--- src/rtl/hdc_pkg.sv ---
// Shared types, constants and lookup functions for the HSV dominant color classifier.
// No dependencies; imported by every module of the block.
`default_nettype none
package hdc_pkg;

	localparam int FRAME_PIXEL_BITS_DEF = 24;
	localparam int SUM_BITS_DEF         = 16 + FRAME_PIXEL_BITS_DEF;
	localparam int NUM_HUE_CLASSES      = 6;

	// configuration register indexes
	localparam logic [1:0] REG_DARK_VALUE_LIMIT       = 2'd0;
	localparam logic [1:0] REG_SATURATION_LINE_OFFSET = 2'd1;
	localparam logic [1:0] REG_WHITE_VALUE_LIMIT      = 2'd2;

	localparam logic [7:0] DARK_VALUE_LIMIT_RST       = 8'd45;
	localparam logic [7:0] SATURATION_LINE_OFFSET_RST = 8'd113;
	localparam logic [7:0] WHITE_VALUE_LIMIT_RST      = 8'd164;

	// inclusive upper bounds of the hue bands
	localparam logic [7:0] HUE_RED_LO_MAX  = 8'd15;
	localparam logic [7:0] HUE_YELLOW_MAX  = 8'd51;
	localparam logic [7:0] HUE_GREEN_MAX   = 8'd97;
	localparam logic [7:0] HUE_CYAN_MAX    = 8'd143;
	localparam logic [7:0] HUE_BLUE_MAX    = 8'd182;
	localparam logic [7:0] HUE_MAGENTA_MAX = 8'd230;

	typedef enum logic [2:0] {
		CLS_BLACK   = 3'd0,
		CLS_BLUE    = 3'd1,
		CLS_GREEN   = 3'd2,
		CLS_CYAN    = 3'd3,
		CLS_RED     = 3'd4,
		CLS_MAGENTA = 3'd5,
		CLS_YELLOW  = 3'd6,
		CLS_WHITE   = 3'd7
	} color_t;

	typedef struct packed {
		logic [7:0] dark_value_limit;
		logic [7:0] saturation_line_offset;
		logic [7:0] white_value_limit;
	} cfg_t;

	function automatic color_t hue_band(input logic [7:0] h);
		color_t c;
		if (h <= HUE_RED_LO_MAX)       c = CLS_RED;
		else if (h <= HUE_YELLOW_MAX)  c = CLS_YELLOW;
		else if (h <= HUE_GREEN_MAX)   c = CLS_GREEN;
		else if (h <= HUE_CYAN_MAX)    c = CLS_CYAN;
		else if (h <= HUE_BLUE_MAX)    c = CLS_BLUE;
		else if (h <= HUE_MAGENTA_MAX) c = CLS_MAGENTA;
		else                           c = CLS_RED;
		return c;
	endfunction

	function automatic logic [7:0] class_hue(input color_t c);
		logic [7:0] h;
		unique case (c)
			CLS_BLUE:    h = 8'd170;
			CLS_GREEN:   h = 8'd85;
			CLS_CYAN:    h = 8'd128;
			CLS_MAGENTA: h = 8'd213;
			CLS_YELLOW:  h = 8'd43;
			default:     h = 8'd0;
		endcase
		return h;
	endfunction

	function automatic logic is_hue_class(input color_t c);
		return (c != CLS_BLACK) && (c != CLS_WHITE);
	endfunction

endpackage
`default_nettype wire

--- src/rtl/hdc_classify.sv ---
// Input register and classification stage: black / white / hue band and the s*v weight.
// Depends on hdc_pkg.
`default_nettype none
module hdc_classify
	import hdc_pkg::*;
(
	input  wire logic       clk,
	input  wire logic       arst_n,
	input  wire cfg_t       cfg,
	input  wire logic       in_vld,
	output logic            in_rdy,
	input  wire logic [7:0] hue,
	input  wire logic [7:0] saturation,
	input  wire logic [7:0] brightness,
	input  wire logic       frame_end,
	output logic            vld_s2,
	input  wire logic       rdy_next,
	output color_t          cls_s2,
	output logic [15:0]     weight_s2,
	output logic            last_s2
);

	logic       vld_s1;
	logic [7:0] hue_s1;
	logic [7:0] sat_s1;
	logic [7:0] bri_s1;
	logic       last_s1;
	logic       rdy_s1;
	logic       rdy_s2;
	logic [9:0] line_lhs;
	logic [9:0] line_rhs;
	color_t     cls_c;

	assign rdy_s2 = !vld_s2 || rdy_next;
	assign rdy_s1 = !vld_s1 || rdy_s2;
	assign in_rdy = rdy_s1;

	always_ff @(posedge clk or negedge arst_n) begin
		if (!arst_n) begin
			vld_s1 <= 1'b0;
			vld_s2 <= 1'b0;
		end else begin
			if (rdy_s1) vld_s1 <= in_vld;
			if (rdy_s2) vld_s2 <= vld_s1;
		end
	end

	always_ff @(posedge clk) begin
		if (rdy_s1 && in_vld) begin
			hue_s1  <= hue;
			sat_s1  <= saturation;
			bri_s1  <= brightness;
			last_s1 <= frame_end;
		end
		if (rdy_s2 && vld_s1) begin
			cls_s2    <= cls_c;
			weight_s2 <= sat_s1 * bri_s1;
			last_s2   <= last_s1;
		end
	end

	// 3*sat + val against 3*offset, all in 10 bits
	assign line_lhs = {1'b0, sat_s1, 1'b0} + {2'b00, sat_s1} + {2'b00, bri_s1};
	assign line_rhs = {1'b0, cfg.saturation_line_offset, 1'b0}
		+ {2'b00, cfg.saturation_line_offset};

	always_comb begin
		if (bri_s1 <= cfg.dark_value_limit)
			cls_c = CLS_BLACK;
		else if (line_lhs > line_rhs)
			cls_c = hue_band(hue_s1);
		else if (bri_s1 > cfg.white_value_limit)
			cls_c = CLS_WHITE;
		else
			cls_c = CLS_BLACK;
	end

endmodule
`default_nettype wire

--- src/rtl/hdc_accum.sv ---
// Per-class saturating weight accumulators; snapshots and clears them on a frame's last pixel.
// Depends on hdc_pkg.
`default_nettype none
module hdc_accum
	import hdc_pkg::*;
#(
	parameter int SUM_BITS = SUM_BITS_DEF
) (
	input  wire logic                                    clk,
	input  wire logic                                    arst_n,
	input  wire logic                                    vld_in,
	output logic                                         rdy_in,
	input  wire color_t                                  cls_in,
	input  wire logic [15:0]                             weight_in,
	input  wire logic                                    last_in,
	output logic                                         vld_s3,
	input  wire logic                                    rdy_next,
	output color_t                                       cls_s3,
	output logic                                         last_s3,
	output logic [NUM_HUE_CLASSES-1:0][SUM_BITS-1:0]     sums_s3
);

	logic [NUM_HUE_CLASSES-1:0][SUM_BITS-1:0] acc_q;
	logic [NUM_HUE_CLASSES-1:0][SUM_BITS-1:0] acc_nxt;
	logic [2:0]                               slot;
	logic                                     hue_cls;
	logic [SUM_BITS-1:0]                      acc_sel;
	logic [SUM_BITS:0]                        acc_sum;
	logic [SUM_BITS-1:0]                      acc_sat;
	logic                                     take;

	assign rdy_in = !vld_s3 || rdy_next;
	assign take   = vld_in && rdy_in;

	assign hue_cls = is_hue_class(cls_in);
	assign slot    = 3'(cls_in) - 3'd1;
	assign acc_sel = hue_cls ? acc_q[slot] : '0;
	assign acc_sum = {1'b0, acc_sel} + {{(SUM_BITS-15){1'b0}}, weight_in};
	// clamp at all ones on carry out
	assign acc_sat = acc_sum[SUM_BITS] ? '1 : acc_sum[SUM_BITS-1:0];

	always_comb begin
		for (int i = 0; i < NUM_HUE_CLASSES; i++) begin
			acc_nxt[i] = (hue_cls && slot == 3'(i)) ? acc_sat : acc_q[i];
		end
	end

	always_ff @(posedge clk or negedge arst_n) begin
		if (!arst_n) begin
			vld_s3 <= 1'b0;
			acc_q  <= '0;
		end else begin
			if (rdy_in) vld_s3 <= vld_in;
			if (take) acc_q <= last_in ? '0 : acc_nxt;
		end
	end

	always_ff @(posedge clk) begin
		if (take) begin
			cls_s3  <= cls_in;
			last_s3 <= last_in;
			if (last_in) sums_s3 <= acc_nxt;
		end
	end

endmodule
`default_nettype wire

--- src/rtl/hdc_argmax.sv ---
// Three-stage registered compare tree picking the largest class sum, lowest class on ties.
// Depends on hdc_pkg; its last stage is the block's output register.
`default_nettype none
module hdc_argmax
	import hdc_pkg::*;
#(
	parameter int SUM_BITS = SUM_BITS_DEF
) (
	input  wire logic                                    clk,
	input  wire logic                                    arst_n,
	input  wire logic                                    vld_in,
	output logic                                         rdy_in,
	input  wire color_t                                  cls_in,
	input  wire logic                                    last_in,
	input  wire logic [NUM_HUE_CLASSES-1:0][SUM_BITS-1:0] sums_in,
	output logic                                         vld_s6,
	input  wire logic                                    rdy_next,
	output color_t                                       cls_s6,
	output logic                                         last_s6,
	output logic [2:0]                                   dom_s6
);

	logic                vld_s4, vld_s5;
	logic                rdy_s4, rdy_s5, rdy_s6;
	color_t              cls_s4, cls_s5;
	logic                last_s4, last_s5;
	logic [SUM_BITS-1:0] a_s4, b_s4, c_s4;
	logic [2:0]          ia_s4, ib_s4, ic_s4;
	logic [SUM_BITS-1:0] w_s5, c_s5;
	logic [2:0]          iw_s5, ic_s5;
	logic [2:0]          win_c;

	assign rdy_s6 = !vld_s6 || rdy_next;
	assign rdy_s5 = !vld_s5 || rdy_s6;
	assign rdy_s4 = !vld_s4 || rdy_s5;
	assign rdy_in = rdy_s4;

	always_ff @(posedge clk or negedge arst_n) begin
		if (!arst_n) begin
			vld_s4 <= 1'b0;
			vld_s5 <= 1'b0;
			vld_s6 <= 1'b0;
		end else begin
			if (rdy_s4) vld_s4 <= vld_in;
			if (rdy_s5) vld_s5 <= vld_s4;
			if (rdy_s6) vld_s6 <= vld_s5;
		end
	end

	// the higher slot wins only on a strictly larger sum
	assign win_c = (c_s5 > w_s5) ? ic_s5 : iw_s5;

	always_ff @(posedge clk) begin
		if (rdy_s4 && vld_in) begin
			cls_s4  <= cls_in;
			last_s4 <= last_in;
			{a_s4, ia_s4} <= (sums_in[1] > sums_in[0]) ? {sums_in[1], 3'd1} : {sums_in[0], 3'd0};
			{b_s4, ib_s4} <= (sums_in[3] > sums_in[2]) ? {sums_in[3], 3'd3} : {sums_in[2], 3'd2};
			{c_s4, ic_s4} <= (sums_in[5] > sums_in[4]) ? {sums_in[5], 3'd5} : {sums_in[4], 3'd4};
		end
		if (rdy_s5 && vld_s4) begin
			cls_s5  <= cls_s4;
			last_s5 <= last_s4;
			{w_s5, iw_s5} <= (b_s4 > a_s4) ? {b_s4, ib_s4} : {a_s4, ia_s4};
			c_s5  <= c_s4;
			ic_s5 <= ic_s4;
		end
		if (rdy_s6 && vld_s5) begin
			cls_s6  <= cls_s5;
			last_s6 <= last_s5;
			dom_s6  <= last_s5 ? win_c + 3'd1 : 3'd0;
		end
	end

endmodule
`default_nettype wire

--- src/rtl/hsv_dominant_color_classifier.sv ---
// Top level of the HSV dominant color classifier: config registers, pipeline, recolor.
// Depends on hdc_pkg, hdc_classify, hdc_accum and hdc_argmax.
//
//  channel   direction  handshake            word
//  pixel     in         in_valid / in_stall  hue, saturation, brightness, frame_end
//  result    out        out_valid/out_stall  color_class, out_hue, out_saturation,
//                                            out_brightness, frame_done, dominant_color
//  config    in         cfg_valid/cfg_ready  cfg_index, cfg_data
//
// One pixel per clock sustained while out_stall is low; each word passes through the input
// register, classify, accumulate and three compare stages ending in the output register.
// Reset loads the default limits, clears the six class sums and empties the pipeline.
// out_stall holds the output register; empty stages behind it still fill, and in_stall
// rises only once all six stages hold a word. cfg_ready is always high.
`default_nettype none
module hsv_dominant_color_classifier
	import hdc_pkg::*;
#(
	parameter int FRAME_PIXEL_BITS = FRAME_PIXEL_BITS_DEF
) (
	input  wire logic       clk,
	input  wire logic       arst_n,
	input  wire logic       in_valid,
	output logic            in_stall,
	input  wire logic [7:0] hue,
	input  wire logic [7:0] saturation,
	input  wire logic [7:0] brightness,
	input  wire logic       frame_end,
	output logic            out_valid,
	input  wire logic       out_stall,
	output logic [2:0]      color_class,
	output logic [7:0]      out_hue,
	output logic [7:0]      out_saturation,
	output logic [7:0]      out_brightness,
	output logic            frame_done,
	output logic [2:0]      dominant_color,
	input  wire logic       cfg_valid,
	output logic            cfg_ready,
	input  wire logic [1:0] cfg_index,
	input  wire logic [7:0] cfg_data
);

	localparam int SUM_BITS = 16 + FRAME_PIXEL_BITS;

	cfg_t        cfg_q;
	logic        in_rdy;
	logic        vld_s2, rdy_s2n;
	color_t      cls_s2;
	logic [15:0] weight_s2;
	logic        last_s2;
	logic        vld_s3, rdy_s3n;
	color_t      cls_s3;
	logic        last_s3;
	logic [NUM_HUE_CLASSES-1:0][SUM_BITS-1:0] sums_s3;
	color_t      cls_s6;
	logic        last_s6;
	logic [2:0]  dom_s6;

	assign cfg_ready = 1'b1;

	always_ff @(posedge clk or negedge arst_n) begin
		if (!arst_n) begin
			cfg_q.dark_value_limit       <= DARK_VALUE_LIMIT_RST;
			cfg_q.saturation_line_offset <= SATURATION_LINE_OFFSET_RST;
			cfg_q.white_value_limit      <= WHITE_VALUE_LIMIT_RST;
		end else if (cfg_valid && cfg_ready) begin
			unique case (cfg_index)
				REG_DARK_VALUE_LIMIT:       cfg_q.dark_value_limit       <= cfg_data;
				REG_SATURATION_LINE_OFFSET: cfg_q.saturation_line_offset <= cfg_data;
				REG_WHITE_VALUE_LIMIT:      cfg_q.white_value_limit      <= cfg_data;
				default: ;
			endcase
		end
	end

	assign in_stall = !in_rdy;

	hdc_classify u_classify (
		.clk        (clk),
		.arst_n     (arst_n),
		.cfg        (cfg_q),
		.in_vld     (in_valid),
		.in_rdy     (in_rdy),
		.hue        (hue),
		.saturation (saturation),
		.brightness (brightness),
		.frame_end  (frame_end),
		.vld_s2     (vld_s2),
		.rdy_next   (rdy_s2n),
		.cls_s2     (cls_s2),
		.weight_s2  (weight_s2),
		.last_s2    (last_s2)
	);

	hdc_accum #(
		.SUM_BITS (SUM_BITS)
	) u_accum (
		.clk       (clk),
		.arst_n    (arst_n),
		.vld_in    (vld_s2),
		.rdy_in    (rdy_s2n),
		.cls_in    (cls_s2),
		.weight_in (weight_s2),
		.last_in   (last_s2),
		.vld_s3    (vld_s3),
		.rdy_next  (rdy_s3n),
		.cls_s3    (cls_s3),
		.last_s3   (last_s3),
		.sums_s3   (sums_s3)
	);

	hdc_argmax #(
		.SUM_BITS (SUM_BITS)
	) u_argmax (
		.clk      (clk),
		.arst_n   (arst_n),
		.vld_in   (vld_s3),
		.rdy_in   (rdy_s3n),
		.cls_in   (cls_s3),
		.last_in  (last_s3),
		.sums_in  (sums_s3),
		.vld_s6   (out_valid),
		.rdy_next (!out_stall),
		.cls_s6   (cls_s6),
		.last_s6  (last_s6),
		.dom_s6   (dom_s6)
	);

	// recolor from the registered class
	assign color_class    = 3'(cls_s6);
	assign out_hue        = class_hue(cls_s6);
	assign out_saturation = (cls_s6 == CLS_WHITE) ? 8'd0 : 8'd255;
	assign out_brightness = (cls_s6 == CLS_BLACK) ? 8'd0 : 8'd255;
	assign frame_done     = last_s6;
	assign dominant_color = dom_s6;

endmodule
`default_nettype wire

--- config.mk ---
export PLATFORM = sky130hd
export DESIGN_NAME = hsv_dominant_color_classifier
export DESIGN_NICKNAME = d
export VERILOG_FILES = /design/src/rtl/hdc_pkg.sv /design/src/rtl/hdc_classify.sv /design/src/rtl/hdc_accum.sv /design/src/rtl/hdc_argmax.sv /design/src/rtl/hsv_dominant_color_classifier.sv
export SDC_FILE = /design/constraint.sdc
export NUM_CORES = 2
export LEC_CHECK = 0
export ABC_CLOCK_PERIOD_IN_PS = 7010
export BUFFER_PORTS_ARGS = -buffer_cell sky130_fd_sc_hd__buf_4
export CELL_PAD_IN_SITES_DETAIL_PLACEMENT = 1
export CELL_PAD_IN_SITES_GLOBAL_PLACEMENT = 2
export CORE_MARGIN = 3
export CORE_UTILIZATION = 39
export DETAILED_ROUTE_END_ITERATION = 16
export GPL_TIMING_DRIVEN = 0
export PLACE_DENSITY = 0.73
export SYNTH_ARGS = -nofsm -noshare
export SYNTH_HDL_FRONTEND = slang
export SYNTH_SLANG_ARGS = --single-unit
--- constraint.sdc ---
create_clock -name clk -period 7.01 [get_ports clk]
set_input_delay 0.701 -clock clk [delete_from_list [all_inputs] [get_ports clk]]
set_output_delay 0.701 -clock clk [all_outputs]
set_load 0.005 [all_outputs]
After elaboration in Yosys (flattened, before gate mapping)
Cells that the tools add are included.
{ "op_classes": {"reduce_logical": 35, "n_addsub": 6, "multipliers": 1, "n_lt_le_gt_ge": 15, "n_eq_ne": 14, "muxes": 27} }
{ "ops": {"columns": ["operator", "n"], "rows": [
  ["$mux W40", 9],
  ["$mux W240", 1],
  ["$gt A40 B40 Y1", 5],
  ["$mux W43", 4],
  ["$bmux W40 S3", 1],
  ["$add A40 B16 Y41", 1],
  ["$pmux W8 S5", 1],
  ["$le A8 B8 Y1 const B", 3],
  ["$mux W3", 8],
  ["$add A9 B8 Y10", 2],
  ["$mul A8 B8 Y16", 1],
  ["$mux W8", 2],
  ["$eq A3 B3 Y1 const B", 5],
  ["$logic_and A1 B1 Y1", 13],
  ["$eq A3 B2 Y1 const B", 4],
  ["$add A10 B8 Y10", 1],
  ["$gt A10 B10 Y1", 1],
  ["$gt A8 B8 Y1", 1],
  ["$le A8 B4 Y1 const B", 1],
  ["$le A8 B6 Y1 const B", 1],
  ["$le A8 B7 Y1 const B", 1],
  ["$le A8 B8 Y1", 1],
  ["$logic_not A1 Y1", 8],
  ["$reduce_and A2 Y1", 4],
  ["12 further kinds", 19]
]} }
{ "word_totals": {"regBits": 789, "out_inout_bits": 34, "elab_cells": 145, "inputBits": 40} }

Logic depth before layout (Yosys ltp)
{ "depth": {"word_depth": 8, "ltp_mapped": 26, "ltp_nobuf": 17} }

By module
Synthesis repeated with hierarchy kept, for this count alone.
{ "unflattened": {"hier_cells": 3759, "area_unflattened_um2": 42474.5} }
{ "modules_own_cells": {"columns": ["mod", "instances", "cells_per_inst", "seq_area_each_um2", "area_per_inst_um2"], "rows": [
  ["hdc_accum", 1, 2073, 13357.8, 22437.8],
  ["hdc_argmax", 1, 1134, 6711.4, 13888.3],
  ["hdc_classify", 1, 470, 1401.3, 5011.1],
  ["hsv_dominant_color_classifier", 1, 82, 614.3, 1137.3]
]} }

Worst setup path before layout
Ideal clock, no wire load.
{ "synth_timing": {"kind": "input-to-reg", "start": "input out_stall", "end": "register u_accum.acc_q[107] (netlist name)", "t_required_ps": 6868, "arrival_ps": 7191, "path_stages": 5, "n_path_buf": 0, "path_slack_ps": -323, "setup_ps": 142, "cell_sequence": "and3_1 -> nand3_1 -> and3_1 -> or2_2 -> a31oi_1"} }
{ "synth_via": {"elab_chain_cells": 6} }
{ "synth_lines": {"columns": ["item", "line", "rtl"], "rows": [
  ["start: declaration", "hsv_dominant_color_classifier.sv:30", "input wire logic out_stall,"],
  ["$logic_not A1 Y1", "hsv_dominant_color_classifier.sv:123", ".rdy_next (!out_stall),"],
  ["$logic_or A1 B1 Y1", "hdc_argmax.sv:33", "assign rdy_s6 = !vld_s6 || rdy_next;"],
  ["$logic_or A1 B1 Y1", "hdc_argmax.sv:34", "assign rdy_s5 = !vld_s5 || rdy_s6;"],
  ["$logic_or A1 B1 Y1", "hdc_argmax.sv:35", "assign rdy_s4 = !vld_s4 || rdy_s5;"],
  ["$logic_or A1 B1 Y1", "hdc_accum.sv:32", "assign rdy_in = !vld_s3 || rdy_next;"],
  ["$logic_and A1 B1 Y1", "hdc_accum.sv:33", "assign take = vld_in && rdy_in;"],
  ["end signal: assignment", "hdc_accum.sv:54", "if (take) acc_q <= last_in ? '0 : acc_nxt;"],
  ["end: declaration", "hdc_accum.sv:23", "logic [NUM_HUE_CLASSES-1:0][SUM_BITS-1:0] acc_q;"]
]} }
Every way passes these cells.
A chain may end at the register's enable or synchronous reset.

==> impl_metrics.json <==
{
  "finalNetCount": 4875,
  "min_period_ps": 6780,
  "gp_congestion": 0.887,
  "grt_pass1_wl_um": 228000,
  "crit_path_start_kind": "flip-flop",
  "chipHeight_um": 344,
  "post-synth-top-area-cell": "edfxtp_1",
  "fp.coreArea_sq_um": 113000,
  "final_cells": 6057,
  "synth_cell_type_count": 85,
  "drc": 0,
  "worstPathMaxFanout": 12,
  "cts_root_buf": "clkbuf_16",
  "ys_seq_area_share_pct": 49.4,
  "stdcell_area_sq_um": 50600,
  "critPathKind": "flip-flop to flip-flop",
  "setup_ws_ps": 230,
  "die_area_sq_um": 119000,
  "clock_skew_ps": 23.7,
  "ys_ff_latch": 780,
  "grt-ovfl-total": 0,
  "maxCapViolCount": 0,
  "p_switching_uw": 7300,
  "antenna_found_initial": 9,
  "synth.area.mux_share_pct": 5.76,
  "hold_ws_ps": 16.5,
  "seq_power_share_pct": 36.6,
  "crit_arrival_ps": 7270,
  "synthSimpleGateAreaFrac_pct": 13.3,
  "ff2ff_setup_slack_ps": 230,
  "cts.sinks": 780,
  "dp_cells": 5888,
  "hold_class": "input pin to asynchronous set/reset pin",
  "relSlewSlack_pct": 5.80,
  "pre_cts_ws_ps": -2500,
  "synthXorXnorAreaFrac_pct": 0.804,
  "async_reset_ff_share_pct": 34.6,
  "clk_pin_slew_worst_paths_ps": 60,
  "die_w_um": 344,
  "synth-adder-area-share_pct": 10.7,
  "rows": 123,
  "routed_wirelength_um": 152000,
  "dp_hpwl_um": 123000,
  "tritoncts": "built",
  "wl_per_cell_um": 25.2,
  "start_util_pct": 39.5,
  "drtIter0Drc": 2280,
  "rsz0062_at_grt": "no",
  "final_common_cell": "nand2_1",
  "fin_util_pct": 44.7,
  "cts_max_level": 3,
  "synth_area_sq_um": 44700,
  "yosysTopAreaCellShare_pct": 34.3,
  "placed_area_sq_um": 47300,
  "grt_usage_pct": 25.9,
  "fmax_ghz": 0.147,
  "crit_path_end_kind": "flip-flop",
  "clk_latency_ps": 680,
  "power.leakage_uw": 0.0205,
  "layout_common_cells": "543 x nand2_1, 510 x edfxtp_1, 309 x ha_1, 295 x inv_1, 259 x dfrtp_1",
  "drive_above_1_share_pct": 11.7,
  "outcome": "finished clean",
  "synth_top_family_by_area": "compound AO/OA/AOI/OAI gates",
  "avgSynthCellArea_sq_um": 10.4,
  "portBuffers": 72,
  "syn_inst": 4304,
  "finalHoldViolCount": 0,
  "cts-hold-fix-buffers": 0,
  "pwr-share-comb_pct": 38.2,
  "synth_flop_cell": "edfxtp_1",
  "synth_compound_area_share_pct": 14.6,
  "syn_to_final_growth_pct": 13.3,
  "ant_nets": 0,
  "worstPathRequired_ps": 7500,
  "avgViaCountPerCell": 5.60,
  "cts_made_buffers": 89,
  "io_pins": 74,
  "grt_max_degree": 103,
  "setup_violations": 0,
  "p_int_uw": 11300,
  "swShare_pct": 39.2,
  "dr_total_vias": 33900,
  "period_share_pct": 96.7,
  "power.density_nw_per_um2": 368,
  "grt_pass1_vias": 34700,
  "synth-edff-count": 510,
  "pwr-share-clk_pct": 25.2,
  "drv_slew": 0,
  "worst_pin_slew_ps": 1400,
  "clockBufferDepth": 3,
  "first_pass_iters": 5,
  "ys_warn_count": 0,
  "synth_area_leaders": "edfxtp_1 34%, dfrtp_1 15%, ha_1 8.7%, nand2_1 4.6%, mux2_2 3.4%",
  "antenna_cells": 0,
  "peakVddDrop_mv": 0.185,
  "synth_nets": 4699
}
state kept, by name, summed over array words and instances, names as in the netlist, 2 cells and up:
name / cells
u_accum.sums_s3: 240
u_argmax.iw_s5: 2
u_classify.bri_s1: 8
u_argmax.cls_s5: 3
u_classify.sat_s1: 8
u_argmax.dom_s6: 3
u_accum.cls_s3: 3
u_argmax.c_s5: 40
u_classify.hue_s1: 8
u_argmax.b_s4: 40
u_accum.acc_q: 240
u_classify.weight_s2: 16
u_argmax.cls_s4: 3
u_argmax.w_s5: 40
u_argmax.a_s4: 40
u_argmax.cls_s6: 3
u_argmax.c_s4: 40
cfg_q: 24
u_classify.cls_s2: 3
critical path, stage by stage, from the launching register on:
cell      delay [ps]
edfxtp_1         400
buf_6            210
buf_6            200
inv_1            180
ha_1             320
ha_1             360
buf_2            330
nand2_2          310
clkbuf_2         350
clkbuf_2         270
nor2_1           120
a21oi_1           50
nor2_1           200
ha_1             250
fa_1             270
a211oi_2         100
o21ai_2          260
o311ai_2         160
o211ai_1         200
buf_4            210
nand4_1          260
nor3_4           510
buf_4            400
nor2_2           130
clkbuf_4         230
a21oi_1          250
synthesized netlist by cell type (all sizes together) (46+ instances only):
cell type	count
a21o	77
a21oi	177
and2	56
buf	78
clkbuf	214
dfrtp	259
edfxtp	510
fa	46
ha	309
inv	295
mux2	133
mux2i	58
nand2	544
nand3	232
nand4	96
nor2	223
o211ai	53
o21ai	452
o311a	82
power groups by stage:
stage	logic (uW)	clock network, uW	registers, uW
detailed placement	7040	0	6910
global placement	6890	0	6950
finish	7100	4700	6820
floorplan	4540	0	6590
global route	7850	4980	6900
CTS	7090	4790	6820
per-stage QoR:
stage	power (uW)	TNS [ps]
after floorplan	11100	0
after global placement	13800	-948280
after detailed placement	13900	-889920
after CTS	18700	0
after global routing	19700	0
final	18600	0
path summary, 6_finish.rpt:
kind / endpoint / startpoint / depth (start not counted)
min in group clk: u_classify.hue_s1[5] / hue[5] / 1
max in group asynchronous: u_classify.vld_s2 / arst_n / 2
min: u_accum.acc_q[91] / arst_n / 1
max: u_accum.sums_s3[27] / u_classify.cls_s2[0] / 25
max reg2reg: u_accum.sums_s3[27] / u_classify.cls_s2[0] / 25
min reg2reg: u_argmax.cls_s4[1] / u_accum.cls_s3[1] / 0
final cells by class:
cell class	count	area [sq um]
fill	12500	62500
multi-input combinational	2936	20400
sequential	780	22100
clock inverter	39	367
inverter	296	1110
clock buffer	129	2560
tap	1500	1880
timing repair buffer	90	825
buffer	287	1340
logic make-up after synthesis:
logic type | Yosys count
simple gates | 1294
flops | 780
fa+ha+maj | 355
compound gates | 1032
xor+xnor | 41
other cells | 1
buf+inv | 588
mux | 213
metal layers:
metal / vias to the layer above / track usage [%] / share of wire, %
met2: 742 / 42.4 / 47
li1: 16000 / - / -
met5: - / 0 / 0
met4: 0 / 8.22 / 3.4
met1: 17000 / 35.7 / 45
met3: 188 / 3.10 / 4.3
what timing repair did:
action                     in CTS  in global routing
resized for setup              43                 47
setup buffers                   5                  1
setup endpoints to repair     480                378
pin swaps                       5                  3
hold endpoints to repair        0                  0
Power figures use the tool's default switching activity.
